### src/hw/rtl/edq_pkg.sv
package edq_pkg;

  // operation codes
  localparam logic [2:0] OP_OPEN  = 3'd0;
  localparam logic [2:0] OP_CLOSE = 3'd1;
  localparam logic [2:0] OP_RECV  = 3'd2;
  localparam logic [2:0] OP_READ  = 3'd3;
  localparam logic [2:0] OP_XMIT  = 3'd4;
  localparam logic [2:0] OP_POLL  = 3'd5;

  // status codes
  localparam logic [2:0] ST_OK      = 3'd0;
  localparam logic [2:0] ST_BUSY    = 3'd1;
  localparam logic [2:0] ST_BLOCK   = 3'd2;
  localparam logic [2:0] ST_INVALID = 3'd3;
  localparam logic [2:0] ST_DROPPED = 3'd4;
  localparam logic [2:0] ST_NOMATCH = 3'd5;
  localparam logic [2:0] ST_FULL    = 3'd6;

  localparam int HDR_BYTES = 14;

  typedef struct packed {
    logic [2:0]  operation;
    logic [15:0] protocol;
    logic [2:0]  slot;
    logic [15:0] packet_tag;
    logic [10:0] length;
    logic [15:0] buf_size;
    logic [1:0]  poll_flags;
  } in_word_t;

  typedef struct packed {
    logic [2:0]  status;
    logic [2:0]  slot_out;
    logic [15:0] tag_out;
    logic [15:0] length_out;
    logic [1:0]  ready_flags;
    logic [31:0] drop_count;
  } out_word_t;

  typedef enum logic [1:0] {
    S_IDLE,
    S_EXEC,
    S_DONE
  } state_t;

  // controller to datapath
  typedef struct packed {
    logic load;
    logic exec;
  } cmd_t;

endpackage

### src/hw/rtl/edq_ctrl.sv
module edq_ctrl (
  input  logic           clk,
  input  logic           rst,
  input  logic           in_valid,
  output logic           in_ready,
  output logic           out_valid,
  input  logic           out_ready,
  output edq_pkg::cmd_t  cmd
);

  edq_pkg::state_t state, state_next;

  // state register
  always_ff @(posedge clk) begin
    if (rst) begin
      state <= edq_pkg::S_IDLE;
    end else begin
      state <= state_next;
    end
  end

  // next state
  always_comb begin
    state_next = state;
    case (state)
      edq_pkg::S_IDLE: begin
        if (in_valid) state_next = edq_pkg::S_EXEC;
      end
      edq_pkg::S_EXEC: state_next = edq_pkg::S_DONE;
      edq_pkg::S_DONE: begin
        if (out_ready) state_next = in_valid ? edq_pkg::S_EXEC : edq_pkg::S_IDLE;
      end
      default: state_next = edq_pkg::S_IDLE;
    endcase
  end

  // outputs
  always_comb begin
    in_ready  = 1'b0;
    out_valid = 1'b0;
    cmd       = '0;
    case (state)
      edq_pkg::S_IDLE: begin
        in_ready = 1'b1;
        cmd.load = in_valid;
      end
      edq_pkg::S_EXEC: cmd.exec = 1'b1;
      edq_pkg::S_DONE: begin
        out_valid = 1'b1;
        in_ready  = out_ready;
        cmd.load  = out_ready & in_valid;
      end
      default: ;
    endcase
  end

endmodule

### config.mk
export PLATFORM = sky130hd
export DESIGN_NAME = edq_ctrl
export DESIGN_NICKNAME = d
export VERILOG_FILES = /design/src/hw/rtl/edq_pkg.sv /design/src/hw/rtl/edq_ctrl.sv
export SDC_FILE = /design/constraint.sdc
export NUM_CORES = 1
export LEC_CHECK = 0
export ABC_AREA = 1
export BUFFER_PORTS_ARGS = -buffer_cell sky130_fd_sc_hd__buf_2
export CORE_AREA = 2 2 39 41
export DETAILED_ROUTE_END_ITERATION = 10
export DIE_AREA = 0 0 41 43
export MAX_ROUTING_LAYER = met4
export PLACE_DENSITY = 0.3
export SLEW_MARGIN = 10
export SYNTH_ARGS = -nofsm -noshare
export SYNTH_HDL_FRONTEND = slang
export SYNTH_SLANG_ARGS = --single-unit
### constraint.sdc
create_clock -name clk -period 0.8 [get_ports clk]
set_input_delay 0.16 -clock clk [delete_from_list [all_inputs] [get_ports clk]]
set_output_delay 0.16 -clock clk [all_outputs]
set_load 0.03 [all_outputs]
Word level (Yosys, flattened, before mapping):

Cells that the tools add are included.

* bits in registers: 2
* input port bits: 4
* output and inout port bits: 4
* word-level logic and storage cells: 16

* eq/ne operators: 4
* muxes and demuxes: 8
* bitwise logic cells: 1
* reductions and logical operators: 2

Operator list (number)
* 2-bit one-hot mux with 3 select lines: 1
* 2-bit two-way mux: 2
* 2-bit != test, second input constant: 2
* 1-bit one-hot mux with 2 select lines: 2
* 1-bit two-way mux: 3
* 2-bit by 1-bit equality test with 1-bit output, second input constant: 1
* 2-bit equality test, second input constant: 1
* 2-bit zero test: 1
* 2-bit AND reduction: 1
* 1-bit AND: 1

Depth between registers and ports, before layout:

Gate-level depths: netlist (run 1).

* word-level depth: 3
* depth in mapped cells: 4

Least setup slack after synthesis (run 1):

No wires, ideal clock.

* kind: register -> output
* start point: register state[1]
* end point: output out_valid
* arrival time: 0.824 ns
* slack: -0.184 ns
* cell stages (with the launch flop): 3
* path buffers: 0
* cells stage by stage: dfxtp_1 -> inv_1 -> nor2_1

* cells in the longest elaborated chain, start to end: 2

RTL lines
* start: declaration: line edq_ctrl.sv:11 `edq_pkg::state_t state, state_next;`
* start signal: assignment: line edq_ctrl.sv:16 `state <= edq_pkg::S_IDLE;`
* start signal: assignment: line edq_ctrl.sv:18 `state <= state_next;`
* 2-bit equality test: line edq_ctrl.sv:42 `case (state)`
* 1-bit two-way mux: line edq_ctrl.sv:42
* end: declaration: line edq_ctrl.sv:6 `output logic out_valid,`

No other way between the ends.

==> results of run 1 <==
## worst max path at each step
stage,start,endpoint,depth (start not counted)
2_1_floorplan,state[1]$_SDFFE_PP0P_,state[1]$_SDFFE_PP0P_,2
3_3_place_gp,state[1]$_SDFFE_PP0P_,cmd[1],4
3_5_place_dp,state[1]$_SDFFE_PP0P_,cmd[1],4
4_1_cts,state[0]$_SDFFE_PP0P_,cmd[0],3
5_1_grt,state[1]$_SDFFE_PP0P_,cmd[1],4
6_report,state[0]$_SDFFE_PP0P_,cmd[1],4
## final cells by class
| type | count | share of cell area |
|---|---|---|
| Clock buffer | 3 | 0.0841 |
| Inverter | 5 | 0.0794 |
| Multi-Input combinational cell | 9 | 0.262 |
| Sequential cell | 2 | 0.178 |
| Tap cell | 16 | 0.0748 |
| Timing Repair Buffer | 10 | 0.322 |
## cells in the mapped netlist
library cell,n,area [um^2]
sky130_fd_sc_hd__a21oi_2,1,8.76
sky130_fd_sc_hd__buf_4,1,7.51
sky130_fd_sc_hd__inv_1,5,18.8
sky130_fd_sc_hd__nor2_1,3,11.3
sky130_fd_sc_hd__nor2_2,1,6.26
sky130_fd_sc_hd__dfxtp_1,2,40.0
sky130_fd_sc_hd__nand3_2,1,10.0
sky130_fd_sc_hd__nand2_1,3,11.3
## logic make-up (layout without fill, tap and decap cells)
kind of cell / count (synthesis) / count (layout) / share of synthesized area
AND/OR/NAND/NOR: 8 / 8 / 0.341
AO/OA/AOI/OAI: 1 / 1 / 0.0769
flip-flops: 2 / 2 / 0.352
buffers and inverters: 6 / 18 / 0.231
## per-layer routing
layer	track usage	vias to the layer above	part of all wire
met1	0.0671	47	0.58
met3	0.0628	0	0.11
met2	0.0531	8	0.31
met4	0.0200	0	0
li1	-	74	-
met5	-	-	0
## stage by stage
stage          instance area, um^2  setup WS (ns)  power [mW]  TNS (ns)  hold WS (ns)
5_1_grt                        268         -0.297       0.499     -1.28         0.113
3_3_place_gp                   180        -0.0970       0.206    -0.275         0.324
4_1_cts                        255         -0.262       0.468     -1.12        0.0979
6_report                       268         -0.249       0.464     -1.03         0.106
2_1_floorplan                  118        -0.0620       0.175    -0.178         0.225
3_5_place_dp                   180         -0.111       0.208    -0.361         0.329
## timing repair
| action | 4_1_cts | 5_1_grt |
|---|---|---|
| hold buffers | 0 | 0 |
| resized for setup | 13 | 6 |
| setup endpoints to repair | 5 | 6 |
| pin swaps | 1 | 1 |
| setup buffers | 2 | 1 |
## power by group through the flow
stage | sequential (mW) | combinational, mW | clock (mW)
detailed placement | 0.117 | 0.0912 | 0
floorplan | 0.115 | 0.0595 | 0
global route | 0.120 | 0.143 | 0.236
global placement | 0.116 | 0.0899 | 0
CTS | 0.116 | 0.124 | 0.228
finish | 0.118 | 0.130 | 0.217
==> impl_metrics.ini, run 1 <==
[critical_path]
worstSetupPathType = flip-flop to output pin
cp-end-kind = output pin
critPathMaxStageDelay_ns = 0.36
worst_path_dominant_cell_family = flip-flops
timing.critical_path.slowest_stage_cell = sky130_fd_sc_hd__dfxtp_4
crit_path_max_fanout = 4
crit-reg2reg-launch = state[0]$_SDFFE_PP0P_
reg2reg_slack_ns = -0.08
reg2reg_to = state[0]$_SDFFE_PP0P_
worstPathBufferInverterCount = 3
critPathLaunchType = flip-flop
reg2reg_depth = 5
cp_cell_sequence = inv_4 -> nand3_2 -> inv_2 -> buf_6
worst_ep_required_time_ns = 0.64
arrival_ns = 0.89

[clocking]
tritoncts = yes
cts-buffers-inserted = 3
worst_setup_hold_path_clk_slew_ns = 0.03
max-clock-path-buffers = 2
clock_sinks = 2
cts-root-buf = sky130_fd_sc_hd__clkbuf_4
clk-insertion-delay-late_ns = 0.22
h-tree-depth = 1

[route]
detail_route.vias_per_cell = 2.87
dr.pass1.iters = 2
routedWlPerCell_um = 7.20
remaining_drc_errors = 0
num_vias = 129
route.final.wire_length_um = 324
antenna_violating_nets_post_route = 0
dr.first_iter.drc_count = 3

[global_routing]
grt_use_total = 0.0544
antenna_found_initial = 0
grt_max_degree = 6
grt_overflow_total = 0
grt_pass1_wl_um = 558
first_global_vias = 140

[timing]
period_needed_ns = 1.05
slew_viol_final = 0
finalHoldViolations = 0
worst_slew_pin_slew_ns = 0.142
finalSetupViolCount = 5
achievable-frequency_mhz = 953
period_share = 1.31
unrepaired_setup_endpoints_after_global_routing = true
fin_ws_ns = -0.249
timing.max_slew.rel_slack = 0.905
finClkSkew_ns = 0.00374

[power]
switching_share = 0.283
internal_power_uw = 333
power_density_mw_per_mm2 = 1730
combinationalPowerShare = 0.280
power.clock.fraction = 0.466
power.share.sequential = 0.253
cellLeakagePower_nw = 0.128
power_switching_uw = 131
power.ir.vdd_worst_v = 0.000779

[floorplan]
fp.dieH_um = 43
initial_utilization = 0.0823
io_pins = 8
design.die.area_mm2 = 0.00176
die_x_um = 41
std_cell_core_area_mm2 = 0.00138
placement_rows = 14

[final_layout]
layout.nets = 35
layout_commonest_cell = sky130_fd_sc_hd__buf_6
highest_count_cells_in_the_layout_ignoring_fill_and_taps = 5 x sky130_fd_sc_hd__buf_6, 3 x sky130_fd_sc_hd__nor2_2, 3 x sky130_fd_sc_hd__inv_1, 3 x sky130_fd_sc_hd__clkbuf_4, 3 x sky130_fd_sc_hd__buf_2
areaGrowthSynthToFinish_pct = 135
finalCoreUtilization = 0.193
antenna-diode-count = 0
area.sequential_um2 = 47.5
finish.cell_count_without_fillers = 45
largest_register_ffs = 2
post_route_cells_drive_above_1_share = 0.828
biggestRegsByFlops = state x2
max_flop_register = state
multi_input_area_um2 = 70.1
fillers = 155

[worst_hold_path]
hold_path_class = input pin to flip-flop
hp-start = rst
worstHoldEndpoint = state[0]$_SDFFE_PP0P_
worstHoldPathCells = 2

[logic_synthesis]
avg_synthesized_cell_area_um2 = 6.70
yosys_warnings = 0
synthesis.area_um2 = 114
syn_nets = 21
gate_count_post_synth = 17
ys_seq_area_frac = 0.352
netlist-cell-type-count = 8
count_of_state_elements_after_synthesis = 2

[placed_design]
post-place-cells = 41
gp_routability_congestion = 0.513
io_buffers = 7

[outcome]
run_status = finished with violations
failed_checks = setup timing

[run]
maxCapViolations = 0
Note: power is estimated with default switching activity, not from simulation.
==> inputs of run 2 (changes only) <==
--- a/config.mk
+++ b/config.mk
@@ -10,8 +10,9 @@
 export CORE_AREA = 2 2 39 41
 export DETAILED_ROUTE_END_ITERATION = 10
 export DIE_AREA = 0 0 41 43
-export MAX_ROUTING_LAYER = met4
+export HOLD_SLACK_MARGIN = 0.15
 export PLACE_DENSITY = 0.3
+export SETUP_SLACK_MARGIN = 0.15
 export SLEW_MARGIN = 10
 export SYNTH_ARGS = -nofsm -noshare
 export SYNTH_HDL_FRONTEND = slang
==> impl_metrics.ini, run 2 (synthesis gave the netlist of run 1 again) <==
[run]
maxCapViolations = 0

[final_layout]
layout_commonest_cell = sky130_fd_sc_hd__buf_6
layout.nets = 35
biggestRegsByFlops = state x2
highest_count_cells_in_the_layout_ignoring_fill_and_taps = 5 x sky130_fd_sc_hd__buf_6, 3 x sky130_fd_sc_hd__clkbuf_4, 3 x sky130_fd_sc_hd__buf_2
post-route-cell-area_um2 = 289
max_flop_register = state
antenna-diode-count = 0
areaGrowthSynthToFinish_pct = 154
post_route_cells_drive_above_1_share = 0.800
area.sequential_um2 = 47.5
fillers = 160
finish.cell_count_without_fillers = 46
largest_register_ffs = 2
multi_input_area_um2 = 85.1

[global_routing]
first_global_vias = 127
antenna_found_initial = 0
global_route.usage.met2 = 0.0469
grt_pass1_wl_um = 441
grt_overflow_total = 0
grt_util_met3 = 0.0157
grt_busiest_layer = met4
grt_use_total = 0.0420
grt_use_met1 = 0.0478
grt_max_degree = 6

[timing]
slew_viol_final = 0
fin_ws_ns = -0.282
timing.max_slew.rel_slack = 0.885
period_needed_ns = 1.08
finalSetupViolCount = 5
achievable-frequency_mhz = 924
finClkSkew_ns = 0.00939
whs_ns = 0.0917
period_share = 1.35
unrepaired_setup_endpoints_after_global_routing = true
finalHoldViolations = 0
worst_slew_pin_slew_ns = 0.173

[critical_path]
worstPathBufferInverterCount = 2
crit-reg2reg-launch = state[0]$_SDFFE_PP0P_
cp_cell_sequence = nand2_4 -> nand3_4 -> inv_4 -> buf_6
crit_path_max_fanout = 5
cp-end-kind = output pin
worst_ep_required_time_ns = 0.64
critPathMaxStageDelay_ns = 0.39
critPathLaunchType = flip-flop
reg2reg_to = state[0]$_SDFFE_PP0P_
reg2reg_depth = 5
worstSetupPathType = flip-flop to output pin
worst_path_dominant_cell_family = flip-flops
reg2reg_slack_ns = -0.10
arrival_ns = 0.92
timing.critical_path.slowest_stage_cell = sky130_fd_sc_hd__dfxtp_4

[placed_design]
io_buffers = 7
placed_area_um2 = 191
pre_cts_slack_ns = -0.112
gp_routability_congestion = 0.602
post-place-cells = 40

[clocking]
cts-root-buf = sky130_fd_sc_hd__clkbuf_4
worst_setup_hold_path_clk_slew_ns = 0.04
max-clock-path-buffers = 2
cts-buffers-inserted = 3
clk-insertion-delay-late_ns = 0.23
clock_sinks = 2
tritoncts = yes
h-tree-depth = 1

[floorplan]
placement_rows = 14
design.die.area_mm2 = 0.00176
initial_utilization = 0.0823
io_pins = 8
std_cell_core_area_mm2 = 0.00138
die_x_um = 41
fp.dieH_um = 43

[route]
routedWlPerCell_um = 6.65
dr.first_iter.drc_count = 0
route.final.wire_length_um = 306
antenna_violating_nets_post_route = 0
dr.pass1.iters = 1
remaining_drc_errors = 0
num_vias = 137
detail_route.vias_per_cell = 2.98

[power]
cellLeakagePower_nw = 0.137
power_density_mw_per_mm2 = 1750
power.ir.vdd_worst_v = 0.000659

[worst_hold_path]
hold_path_class = input pin to flip-flop
hp-start = rst
worstHoldPathCells = 2
worstHoldEndpoint = state[0]$_SDFFE_PP0P_

[outcome]
failed_checks = setup timing
run_status = finished with violations
==> run 2: changes by cell type in the layout (fill, tap and decap cells not counted), sizes merged <==
cell / before / now
clkbuf: 3 / 4
==> run 2: cell type report <==
class / count / area share
repair buffers: 10 / 0.299
multi-input cells: 9 / 0.294
flip-flops and latches: 2 / 0.165
clock buffers: 4 / 0.0909
inverters: 5 / 0.0823
well taps: 16 / 0.0693
==> run 2: what timing repair did <==
action,in CTS,in global routing
endpoints found under the hold margin,1,1
setup endpoints to repair,6,6
setup buffers,1,1
pin swaps,4,0
gates cloned,0,0
gates resized for setup,16,1
==> run 2: power by group <==
part / switching, mW / leakage, nW / internal, mW
logic: 0.0693 / 0.104 / 0.0680
clock network: 0.0624 / 0.0150 / 0.185
registers: 0.0164 / 0.0178 / 0.105
==> run 2: worst max-delay path by stage <==
| stage | end | start | slack [ns] | cells after the start |
|---|---|---|---|---|
| 5_1_grt | cmd[1] | state[1]$_SDFFE_PP0P_ | -0.31 | 4 |
| 2_1_floorplan | cmd[0] | state[0]$_SDFFE_PP0P_ | 0.006 | 3 |
| 3_3_place_gp | cmd[1] | state[0]$_SDFFE_PP0P_ | -0.11 | 4 |
| 6_report | cmd[1] | state[1]$_SDFFE_PP0P_ | -0.28 | 4 |
| 3_5_place_dp | cmd[1] | state[0]$_SDFFE_PP0P_ | -0.11 | 4 |
| 4_1_cts | cmd[1] | state[1]$_SDFFE_PP0P_ | -0.29 | 4 |
==> run 2: through the flow <==
step | utilization | power (mW) | TNS [ns]
after global placement | 0.138 | 0.211 | -0.274
final | 0.209 | 0.506 | -1.14
after global routing | 0.209 | 0.533 | -1.30
after CTS | 0.201 | 0.517 | -1.20
after floorplan | - | 0.185 | 0
after detailed placement | 0.138 | 0.212 | -0.318
==> run 2: layer usage <==
| metal | share of wire | vias to the layer above |
|---|---|---|
| met5 | 0 | - |
| met4 | 0 | 0 |
| met3 | 0.088 | 0 |
| met2 | 0.44 | 7 |
| met1 | 0.46 | 56 |
| li1 | - | 74 |
